--- config.mk ---
export PLATFORM = sky130hd
export DESIGN_NAME = fv_laplacian_link_accumulator_top
export DESIGN_NICKNAME = d
export VERILOG_FILES = /design/src/rtl/fvl_pkg.sv /design/src/rtl/fv_laplacian_link_accumulator_top.sv /design/src/rtl/fvl_mul.sv /design/src/rtl/fvl_div.sv
export VERILOG_INCLUDE_DIRS = /design/src /design/src/rtl
export SDC_FILE = /design/constraint.sdc
export NUM_CORES = 2
export LEC_CHECK = 0
export ABC_CLOCK_PERIOD_IN_PS = 28600
export BUFFER_PORTS_ARGS = -buffer_cell sky130_fd_sc_hd__clkbuf_2
export CAP_MARGIN = 40
export CORE_MARGIN = 5
export CORE_UTILIZATION = 38
export CTS_CLUSTER_DIAMETER = 100
export CTS_CLUSTER_SIZE = 8
export DETAILED_ROUTE_END_ITERATION = 7
export PLACE_DENSITY = 0.51
export SLEW_MARGIN = 10
export SYNTH_ARGS = -nofsm -noshare
export SYNTH_HDL_FRONTEND = slang
export SYNTH_SLANG_ARGS = --single-unit
export TNS_END_PERCENT = 50
--- constraint.sdc ---
create_clock -name clk -period 28.6 [get_ports clk]
set_clock_uncertainty 0.05 [all_clocks]
set_input_delay 1.43 -clock clk [delete_from_list [all_inputs] [get_ports clk]]
set_output_delay 1.43 -clock clk [all_outputs]
set_load 0.02 [all_outputs]
--- src/rtl/fv_laplacian_link_accumulator_top_defines.svh ---
// Assertion macros shared by the link accumulator RTL.
`ifndef FV_LAPLACIAN_LINK_ACCUMULATOR_TOP_DEFINES_SVH
`define FV_LAPLACIAN_LINK_ACCUMULATOR_TOP_DEFINES_SVH

// Same-cycle implication, disabled while reset is high.
`define FVL_ASSERT_IMPL(lbl, ck, rs, ante, cons) \
  lbl: assert property (@(posedge ck) disable iff (rs) (ante) |-> (cons)) \
    else $error("link accumulator check failed");

// Next-cycle implication, disabled while reset is high.
`define FVL_ASSERT_NEXT(lbl, ck, rs, ante, cons) \
  lbl: assert property (@(posedge ck) disable iff (rs) (ante) |=> (cons)) \
    else $error("link accumulator check failed");

`endif

--- src/rtl/fvl_pkg.sv ---
`timescale 1ns / 1ps
`default_nettype none
package fvl_pkg;

  // Fixed-point format of every value field
  localparam int unsigned DATA_W   = 32;
  localparam int unsigned FRAC_W   = 16;
  localparam int unsigned IN_W     = 7 * DATA_W;
  localparam int unsigned DIFF_W   = DATA_W + 1;
  localparam int unsigned PROD_W   = 2 * DATA_W;
  localparam int unsigned QUO_W    = DATA_W;
  localparam int unsigned ADDR_W   = 3;

  // Register indexes, taken from paddr[2]
  localparam logic REG_GAMMA_MODE  = 1'b0;
  localparam logic REG_CONST_GAMMA = 1'b1;

  localparam logic [DATA_W-1:0] CONST_GAMMA_RST = DATA_W'(65536);

  // Divider status seen by the sequencer
  typedef struct packed {
    logic busy;
    logic done;
    logic ovf;
  } div_status_t;

endpackage
`default_nettype wire

--- src/rtl/fv_laplacian_link_accumulator_top.sv ---
`timescale 1ns / 1ps
`default_nettype none
`include "fv_laplacian_link_accumulator_top_defines.svh"
// Channel   Direction  Handshake          Payload
// s_*       in         s_tvalid/s_tready  s_tdata: 7 x Q16.16 link fields, s_tlast: last_link
// m_*       out        m_tvalid/m_tready  m_tdata: lap_value, m_tuser: flags
// APB       in/out     psel/penable/pready gamma_mode @0x0, const_gamma @0x4
//
// s_tready is high only in idle, so one link is finished before the next is taken.
// Most of a link's time goes to the 32-step restoring divider, which a link with zero
// |r|^2 skips; one shared 33x32 multiplier serves all six products in turn.
// Reset (synchronous, active high) clears the sum and the flags and restores the registers.
// A pending result waits in the output register; the next link is taken meanwhile,
// and only a last link stalls at its end while that register is still full.
module fv_laplacian_link_accumulator_top (
  input  logic                        clk,
  input  logic                        rst,
  // Input stream
  input  logic                        s_tvalid,
  output logic                        s_tready,
  // value_here, value_across, dist_x, dist_y, normal_x, normal_y, face_gamma
  input  logic [fvl_pkg::IN_W-1:0]    s_tdata,
  input  logic                        s_tlast,
  // Result stream
  output logic                        m_tvalid,
  input  logic                        m_tready,
  // lap_value
  output logic [fvl_pkg::DATA_W-1:0]  m_tdata,
  // degenerate_seen, saturated
  output logic [1:0]                  m_tuser,
  // Configuration
  input  logic                        psel,
  input  logic                        penable,
  input  logic                        pwrite,
  input  logic [fvl_pkg::ADDR_W-1:0]  paddr,
  input  logic [31:0]                 pwdata,
  output logic [31:0]                 prdata,
  output logic                        pready
);
  import fvl_pkg::*;

  localparam int unsigned SAT_IN_W = PROD_W - FRAC_W;
  localparam logic [SAT_IN_W-1:0] NEG_LIM =
    {{(SAT_IN_W-DATA_W){1'b0}}, 1'b1, {(DATA_W-1){1'b0}}};
  localparam logic [SAT_IN_W-1:0] POS_LIM = NEG_LIM - 1'b1;
  localparam logic [DATA_W-1:0] S_MAX = {1'b0, {(DATA_W-1){1'b1}}};
  localparam logic [DATA_W-1:0] S_MIN = {1'b1, {(DATA_W-1){1'b0}}};

  typedef enum logic [3:0] {
    S_IDLE, S_DXX, S_DYY, S_DXN, S_DYN, S_DOT, S_DIVS, S_DIVW,
    S_COEF, S_TERM, S_TMUL, S_SUMT, S_ACC, S_FIN
  } state_t;

  state_t state;

  // Configuration registers
  logic              gamma_mode;
  logic [DATA_W-1:0] const_gamma;

  // Per-link operands, sign and magnitude
  logic              dx_neg, dy_neg, nx_neg, ny_neg, g_neg, diff_neg, last_q;
  logic [DATA_W-1:0] dx_mag, dy_mag, nx_mag, ny_mag, g_mag;
  logic [DIFF_W-1:0] diff_mag;

  // Intermediate results
  logic [PROD_W-1:0] mag2, t1, dot_mag;
  logic              dot_neg, r_neg, c_neg;
  logic [DATA_W-1:0] r_mag, c_mag, term;

  // Cell state
  logic [DATA_W-1:0] running_sum;
  logic              degenerate_flag, saturate_flag;

  // Shared units
  logic [DIFF_W-1:0] mul_a;
  logic [DATA_W-1:0] mul_b;
  logic [PROD_W-1:0] mul_p;
  logic              div_start;
  logic [QUO_W-1:0]  div_q;
  div_status_t       div_st;

  // Combinational helpers
  logic [DATA_W-1:0] in_here, in_across, in_dx, in_dy, in_nx, in_ny, in_fg, in_g;
  logic [DIFF_W-1:0] in_diff;
  logic              t2_neg, t1_neg;
  logic [PROD_W-1:0] dot_sum;
  logic              dot_sum_neg;
  logic [SAT_IN_W-1:0] q_ext, c_ext, t_ext;
  logic              t_neg;
  logic [DATA_W:0]   acc_sum;
  logic              acc_ovf;
  logic              cfg_wr;
  logic              in_fire, out_free;

  function automatic logic [DATA_W-1:0] mag_of(input logic [DATA_W-1:0] v);
    return v[DATA_W-1] ? DATA_W'(0) - v : v;
  endfunction

  function automatic logic [SAT_IN_W-1:0] lim_of(input logic neg);
    return neg ? NEG_LIM : POS_LIM;
  endfunction

  function automatic logic [DATA_W-1:0] clamp_mag(input logic neg,
                                                  input logic [SAT_IN_W-1:0] m);
    return (m > lim_of(neg)) ? DATA_W'(lim_of(neg)) : DATA_W'(m);
  endfunction

  // Configuration port
  assign pready = 1'b1;
  assign cfg_wr = psel && penable && pwrite && pready;

  always_ff @(posedge clk) begin
    if (rst) begin
      gamma_mode  <= 1'b0;
      const_gamma <= CONST_GAMMA_RST;
    end else if (cfg_wr) begin
      unique case (paddr[2])
        REG_GAMMA_MODE:  gamma_mode  <= pwdata[0];
        REG_CONST_GAMMA: const_gamma <= pwdata[DATA_W-1:0];
        default:         gamma_mode  <= gamma_mode;
      endcase
    end
  end

  always_comb begin
    unique case (paddr[2])
      REG_GAMMA_MODE:  prdata = {31'b0, gamma_mode};
      REG_CONST_GAMMA: prdata = const_gamma;
      default:         prdata = '0;
    endcase
  end

  // Unpack the input transaction
  assign in_here   = s_tdata[0*DATA_W +: DATA_W];
  assign in_across = s_tdata[1*DATA_W +: DATA_W];
  assign in_dx     = s_tdata[2*DATA_W +: DATA_W];
  assign in_dy     = s_tdata[3*DATA_W +: DATA_W];
  assign in_nx     = s_tdata[4*DATA_W +: DATA_W];
  assign in_ny     = s_tdata[5*DATA_W +: DATA_W];
  assign in_fg     = s_tdata[6*DATA_W +: DATA_W];
  assign in_g      = gamma_mode ? const_gamma : in_fg;
  assign in_diff   = {in_across[DATA_W-1], in_across} - {in_here[DATA_W-1], in_here};

  assign s_tready = (state == S_IDLE);
  assign in_fire  = s_tvalid && s_tready;
  assign out_free = !m_tvalid || m_tready;

  // Operand select for the shared multiplier
  always_comb begin
    unique case (state)
      S_DXX:   begin mul_a = DIFF_W'(dx_mag);   mul_b = dx_mag; end
      S_DYY:   begin mul_a = DIFF_W'(dy_mag);   mul_b = dy_mag; end
      S_DXN:   begin mul_a = DIFF_W'(dx_mag);   mul_b = nx_mag; end
      S_DYN:   begin mul_a = DIFF_W'(dy_mag);   mul_b = ny_mag; end
      S_COEF:  begin mul_a = DIFF_W'(g_mag);    mul_b = r_mag;  end
      S_TMUL:  begin mul_a = diff_mag;          mul_b = c_mag;  end
      default: begin mul_a = '0;                mul_b = '0;     end
    endcase
  end

  // Sign-magnitude sum of the two dot-product terms
  assign t1_neg = dx_neg ^ nx_neg;
  assign t2_neg = dy_neg ^ ny_neg;
  always_comb begin
    if (t1_neg == t2_neg) begin
      dot_sum     = t1 + mul_p;
      dot_sum_neg = t1_neg;
    end else if (t1 >= mul_p) begin
      dot_sum     = t1 - mul_p;
      dot_sum_neg = t1_neg;
    end else begin
      dot_sum     = mul_p - t1;
      dot_sum_neg = t2_neg;
    end
  end

  // Magnitudes ahead of each clamp
  assign q_ext  = div_st.ovf ? {SAT_IN_W{1'b1}} : SAT_IN_W'(div_q);
  assign c_ext  = SAT_IN_W'(mul_p >> FRAC_W);
  assign t_ext  = SAT_IN_W'(mul_p >> FRAC_W);
  assign t_neg  = diff_neg ^ c_neg;

  // Running sum with signed clamp
  assign acc_sum = {running_sum[DATA_W-1], running_sum} + {term[DATA_W-1], term};
  assign acc_ovf = acc_sum[DATA_W] != acc_sum[DATA_W-1];

  assign div_start = (state == S_DIVS);

  fvl_mul u_mul (
    .clk (clk),
    .a   (mul_a),
    .b   (mul_b),
    .p   (mul_p)
  );

  fvl_div u_div (
    .clk      (clk),
    .rst      (rst),
    .start    (div_start),
    .dividend (dot_mag),
    .divisor  (mag2),
    .quotient (div_q),
    .status   (div_st)
  );

  // Sequencer, cell state and output register
  always_ff @(posedge clk) begin
    if (rst) begin
      state           <= S_IDLE;
      running_sum     <= '0;
      degenerate_flag <= 1'b0;
      saturate_flag   <= 1'b0;
      m_tvalid        <= 1'b0;
    end else begin
      // Raise valid on a cell result, drop it once the transaction is taken
      if (state == S_FIN && last_q && out_free) begin
        m_tvalid <= 1'b1;
      end else if (m_tready) begin
        m_tvalid <= 1'b0;
      end
      unique case (state)
        S_IDLE: begin
          if (in_fire) begin
            dx_neg   <= in_dx[DATA_W-1];
            dy_neg   <= in_dy[DATA_W-1];
            nx_neg   <= in_nx[DATA_W-1];
            ny_neg   <= in_ny[DATA_W-1];
            g_neg    <= in_g[DATA_W-1];
            dx_mag   <= mag_of(in_dx);
            dy_mag   <= mag_of(in_dy);
            nx_mag   <= mag_of(in_nx);
            ny_mag   <= mag_of(in_ny);
            g_mag    <= mag_of(in_g);
            diff_neg <= in_diff[DIFF_W-1];
            diff_mag <= in_diff[DIFF_W-1] ? DIFF_W'(0) - in_diff : in_diff;
            last_q   <= s_tlast;
            state    <= S_DXX;
          end
        end
        S_DXX: state <= S_DYY;
        S_DYY: begin
          mag2  <= mul_p;
          state <= S_DXN;
        end
        S_DXN: begin
          mag2  <= mag2 + mul_p;
          state <= S_DYN;
        end
        S_DYN: begin
          t1    <= mul_p;
          state <= S_DOT;
        end
        S_DOT: begin
          dot_mag <= dot_sum;
          dot_neg <= dot_sum_neg;
          // Zero distance: skip the link and flag it
          if (mag2 == '0) begin
            degenerate_flag <= 1'b1;
            state           <= S_FIN;
          end else begin
            state <= S_DIVS;
          end
        end
        S_DIVS: state <= S_DIVW;
        S_DIVW: begin
          if (div_st.done) begin
            r_neg <= dot_neg;
            r_mag <= clamp_mag(dot_neg, q_ext);
            if (q_ext > lim_of(dot_neg)) saturate_flag <= 1'b1;
            state <= S_COEF;
          end
        end
        S_COEF: state <= S_TERM;
        S_TERM: begin
          c_neg <= g_neg ^ r_neg;
          c_mag <= clamp_mag(g_neg ^ r_neg, c_ext);
          if (c_ext > lim_of(g_neg ^ r_neg)) saturate_flag <= 1'b1;
          state <= S_TMUL;
        end
        S_TMUL: state <= S_SUMT;
        S_SUMT: begin
          term <= t_neg ? DATA_W'(0) - clamp_mag(t_neg, t_ext) : clamp_mag(t_neg, t_ext);
          if (t_ext > lim_of(t_neg)) saturate_flag <= 1'b1;
          state <= S_ACC;
        end
        S_ACC: begin
          if (acc_ovf) begin
            running_sum   <= acc_sum[DATA_W] ? S_MIN : S_MAX;
            saturate_flag <= 1'b1;
          end else begin
            running_sum <= acc_sum[DATA_W-1:0];
          end
          state <= S_FIN;
        end
        S_FIN: begin
          if (!last_q) begin
            state <= S_IDLE;
          end else if (out_free) begin
            // Emit the cell result and clear the accumulator
            m_tdata         <= running_sum;
            m_tuser         <= {saturate_flag, degenerate_flag};
            running_sum     <= '0;
            degenerate_flag <= 1'b0;
            saturate_flag   <= 1'b0;
            state           <= S_IDLE;
          end
        end
        default: state <= S_IDLE;
      endcase
    end
  end

  `FVL_ASSERT_NEXT(a_busy_after_accept, clk, rst, in_fire, !s_tready)
  `FVL_ASSERT_IMPL(a_result_from_last, clk, rst, $rose(m_tvalid), $past(state == S_FIN && last_q))
  `FVL_ASSERT_IMPL(a_div_quiet_when_idle, clk, rst, state == S_IDLE, !div_st.busy)

endmodule
`default_nettype wire

--- src/rtl/fvl_mul.sv ---
`timescale 1ns / 1ps
`default_nettype none
module fvl_mul (
  input  logic                        clk,
  input  logic [fvl_pkg::DIFF_W-1:0]  a,
  input  logic [fvl_pkg::DATA_W-1:0]  b,
  output logic [fvl_pkg::PROD_W-1:0]  p
);
  import fvl_pkg::*;

  logic [DIFF_W+DATA_W-1:0] full;

  // Unsigned magnitude product; operands never exceed 2^63 together
  assign full = a * b;

  always_ff @(posedge clk) begin
    p <= full[PROD_W-1:0];
  end

endmodule
`default_nettype wire

--- src/rtl/fvl_div.sv ---
`timescale 1ns / 1ps
`default_nettype none
`include "fv_laplacian_link_accumulator_top_defines.svh"
module fvl_div (
  input  logic                        clk,
  input  logic                        rst,
  input  logic                        start,
  input  logic [fvl_pkg::PROD_W-1:0]  dividend,
  input  logic [fvl_pkg::PROD_W-1:0]  divisor,
  output logic [fvl_pkg::QUO_W-1:0]   quotient,
  output fvl_pkg::div_status_t        status
);
  import fvl_pkg::*;

  localparam int unsigned CNT_W = $clog2(QUO_W);
  localparam int unsigned CMP_W = PROD_W + QUO_W - FRAC_W;

  logic [PROD_W-1:0] rem;
  logic [PROD_W-1:0] dsr;
  logic [QUO_W-1:0]  low;
  logic [CNT_W-1:0]  cnt;
  logic [PROD_W:0]   shifted;
  logic [PROD_W+1:0] trial;
  logic              take;
  logic              ovf_now;

  // Quotient of (dividend << FRAC_W) / divisor overflows QUO_W bits
  assign ovf_now = CMP_W'(dividend) >= {divisor, {(QUO_W-FRAC_W){1'b0}}};

  // Restoring step: shift in one dividend bit, subtract when it fits
  assign shifted = {rem, low[QUO_W-1]};
  assign trial   = {1'b0, shifted} - {2'b00, dsr};
  assign take    = ~trial[PROD_W+1];

  always_ff @(posedge clk) begin
    if (rst) begin
      status <= '0;
      cnt    <= '0;
    end else begin
      if (start) begin
        rem         <= dividend >> (QUO_W - FRAC_W);
        low         <= QUO_W'(dividend << FRAC_W);
        dsr         <= divisor;
        status.ovf  <= ovf_now;
        status.busy <= 1'b1;
        status.done <= 1'b0;
        cnt         <= '0;
      end else if (status.busy) begin
        rem      <= take ? trial[PROD_W-1:0] : shifted[PROD_W-1:0];
        low      <= low << 1;
        quotient <= {quotient[QUO_W-2:0], take};
        cnt      <= cnt + 1'b1;
        // Finish on the last quotient bit
        status.done <= (cnt == CNT_W'(QUO_W - 1));
        if (cnt == CNT_W'(QUO_W - 1)) begin
          status.busy <= 1'b0;
        end
      end else begin
        status.done <= 1'b0;
      end
    end
  end

  `FVL_ASSERT_IMPL(a_div_start_idle, clk, rst, start, !status.busy)
  `FVL_ASSERT_IMPL(a_div_done_after_busy, clk, rst, $rose(status.done), $past(status.busy))

endmodule
`default_nettype wire

==> impl_metrics.py <==
metrics = {
    "cts": {
        "cts_resized": 0,
        "cts-root-buf": "clkbuf_16",
        "cts_tree": "built",
        "clkSinkCount": 845,
        "worstSkewPairLatency_ns": 0.83,
        "postCtsSetupBuffers": 0,
        "clk_pin_slew_ns": 0.06,
        "numCtsBuffers": 120,
        "htreeDepth": 3,
        "holdBufCountCts": 0,
        "cts_buffer_depth": 3,
    },
    "grt": {
        "grt_max_degree": 141,
        "grt_pass1_wl_mm": 566,
        "grt_util_all_layers_pct": 29.9,
        "grt_pass1_vias": 82766,
        "overflow": 0,
        "grt_antenna_before_repair": 39,
    },
    "critical_path": {
        "required_ns": 29.25,
        "crit_path_max_incr_delay_ns": 0.99,
        "cp_max_fo": 64,
        "cpMostUsedCell": "fa_1",
        "arrival_ns": 12.92,
        "slowest_stage": "a222oi_1",
        "start_kind": "flop",
        "criticalPathCategory": "flop to flop",
        "critPathCaptureType": "flop",
    },
    "floorplan": {
        "die_width_um": 508,
        "dieArea_um2": 258000,
        "num_io_pins": 336,
        "rows": 183,
        "dieHeight_um": 508,
        "core_area_um2": 248000,
        "initial_core_util_pct": 38.1,
    },
    "synthesis": {
        "synth_ff_type": "edfxtp_1",
        "ys_warn_count": 0,
        "synth_edf_count": 701,
        "syn_area_per_cell_um2": 8.75,
        "synth_cells": 10789,
        "synth.distinct_cells": 93,
        "synth-async-reset-ratio_pct": 0,
        "synth_nets": 12780,
        "seq_area_frac_synth_pct": 25.4,
        "ys_ff_latch": 845,
        "netlist_area_um2": 94400,
    },
    "routing": {
        "first_pass_iters": 8,
        "wl_mm": 394,
        "drt-vias-per-instance": 5.65,
        "drcViolationCount": 0,
        "drtIter0Drc": 7571,
        "ant_nets": 0,
        "routedWlPerCell_um": 27.3,
        "vias": 81530,
    },
    "finish": {
        "nFillCells": 24775,
        "final_cells": 14422,
        "final_common_cell": "nand2_1",
        "drive_gt1_share_pct": 7.68,
        "final_util_pct": 42.0,
        "final_cell_mix": "nand2_1, inv_1, nor2_1",
        "syn_to_final_growth_pct": 10.4,
        "fin_nets": 12975,
    },
    "sta": {
        "finalCritPeriodShare_pct": 42.9,
        "fin_crit_ns": 12.27,
        "maxSlewViolCount": 0,
        "fin_setup_tns_ns": 0,
        "setup_violations": 0,
        "rsz0062_at_grt": "no",
        "holdWs_ns": 0.400,
        "max_freq_ghz": 0.0815,
        "tightest_slew_ns": 1.24,
        "relSlewSlack_pct": 17.2,
        "hold_violations": 0,
    },
    "pwr": {
        "powerDensity_nw_per_um2": 79.5,
        "ir_drop_uv": 60.3,
        "p_total_mw": 8.28,
        "power_leakage_nw": 45.1,
    },
    "placement": {
        "post-place-cells": 14191,
        "portBuffers": 332,
        "dp_hpwl_mm": 320,
        "gp_congestion": 1.03,
    },
    "outcome": {
        "outcome": "finished, final reports clean",
    },
    "hold_path": {
        "hold_class": "flop to flop",
    },
    "flow_run": {
        "cap_violations": 0,
    },
}
report_power, final:
part / switching (mW) / total [mW] / internal [mW]
Sequential: 0.141 / 1.64 / 1.50
Combinational: 3.51 / 5.26 / 1.74
Clock: 0.586 / 1.38 / 0.795
Total: 4.24 / 8.28 / 4.04
layer usage:
| layer | global-route usage (%) | vias up | routed length [um] |
|---|---|---|---|
| met4 | 16.4 | 18 | 25500 |
| met5 | 0 | - | 120 |
| met1 | 37.4 | 40439 | 158000 |
| met2 | 49.0 | 3330 | 181000 |
| met3 | 5.40 | 778 | 29000 |
| li1 | - | 36965 | - |
area by class of cell:
class / instances / area (um2) / share of cell area, %
Inverter: 1390 / 5220 / 5.01
Timing Repair Buffer: 581 / 3650 / 3.50
Clock inverter: 12 / 210 / 0.202
Multi-Input combinational cell: 8046 / 63600 / 61.0
Clock buffer: 191 / 3350 / 3.22
Antenna cell: 27 / 67.6 / 0.0649
Tap cell: 3330 / 4170 / 4.00
Sequential cell: 845 / 23900 / 23.0
final timing paths:
kind	from	end	slack [ns]	cells past startpoint
setup / recovery	state[0]	u_mul.p[63]	16.33	35
hold / removal	saturate_flag	m_tuser[1]	0.40	0
setup reg to reg	state[0]	u_mul.p[63]	16.33	35
hold reg to reg	saturate_flag	m_tuser[1]	0.40	0
flip-flops by register name (all words and copies together) (netlist names), 4 cells and up:
signal,count
dot_mag,64
mag2,64
t1,64
u_div.dsr,64
u_div.rem,64
u_mul.p,64
diff_mag,33
c_mag,32
const_gamma,32
dx_mag,32
dy_mag,32
g_mag,32
m_tdata,32
nx_mag,32
ny_mag,32
r_mag,32
running_sum,32
term,32
u_div.quotient,32
u_div.low,16
u_div.cnt,5
state,4
through the flow:
step | cell area (um2) | setup slack [ns]
after global routing | 104000 | 15.78
after detailed placement | 101000 | 16.31
after CTS | 104000 | 16.32
final | 104000 | 16.33
after global placement | 100000 | 16.23
after floorplan | 94400 | 19.02
logic make-up after synthesis:
kind of cell	count (synthesis)	synth area share, %
AO/OA/AOI/OAI	2378	15.6
AND/OR/NAND/NOR	3410	16.2
XOR/XNOR	479	4.45
other	1	0.00397
buffers and inverters	1898	7.56
adder cells (fa/ha/maj)	1724	30.3
multiplexers	54	0.586
flip-flops	845	25.4
critical path: cells and delay by family (launching register included):
| family | cells | cell delay [ns] |
|---|---|---|
| XOR/XNOR | 1 | 0.14 |
| AO/OA/AOI/OAI | 9 | 3.29 |
| buffers and inverters | 9 | 1.74 |
| flip-flops | 1 | 0.32 |
| adder cells (fa/ha/maj) | 9 | 4.62 |
| AND/OR/NAND/NOR | 7 | 1.96 |
cells in the mapped netlist, drive strengths merged, types with 14 or more instances:
cell,n,area share [%]
edfxtp,701,22
a21oi,754,4.0
a22oi,42,0.33
o21bai,102,0.81
or4,30,0.25
o21ai,631,3.3
a211oi,72,0.57
mux2i,44,0.47
nand2b,79,0.52
a221oi,14,0.13
a2111oi,14,0.13
nor2b,72,0.48
buf,35,0.15
o21a,64,0.51
a21boi,36,0.29
a21o,211,1.7
o221ai,14,0.13
a31oi,76,0.50
nor2,1012,4.0
dfxtp,144,3.1
nor3,145,0.79
nand2,1390,5.5
or2,53,0.35
o41ai,40,0.39
and2,73,0.48
o31ai,77,0.62
and4,46,0.43
and3,52,0.34
nand4,156,1.0
clkbuf,473,1.9
or3,54,0.36
nor3b,14,0.11
o211ai,50,0.40
a311oi,16,0.15
fa,932,20
ha,792,11
xor2,136,1.3
inv,1388,5.5
xnor2,343,3.2
nand3,134,0.71
a222oi,27,0.29
o311ai,20,0.19
nor4,75,0.50
No activity file was read; power rests on OpenSTA's default activity.
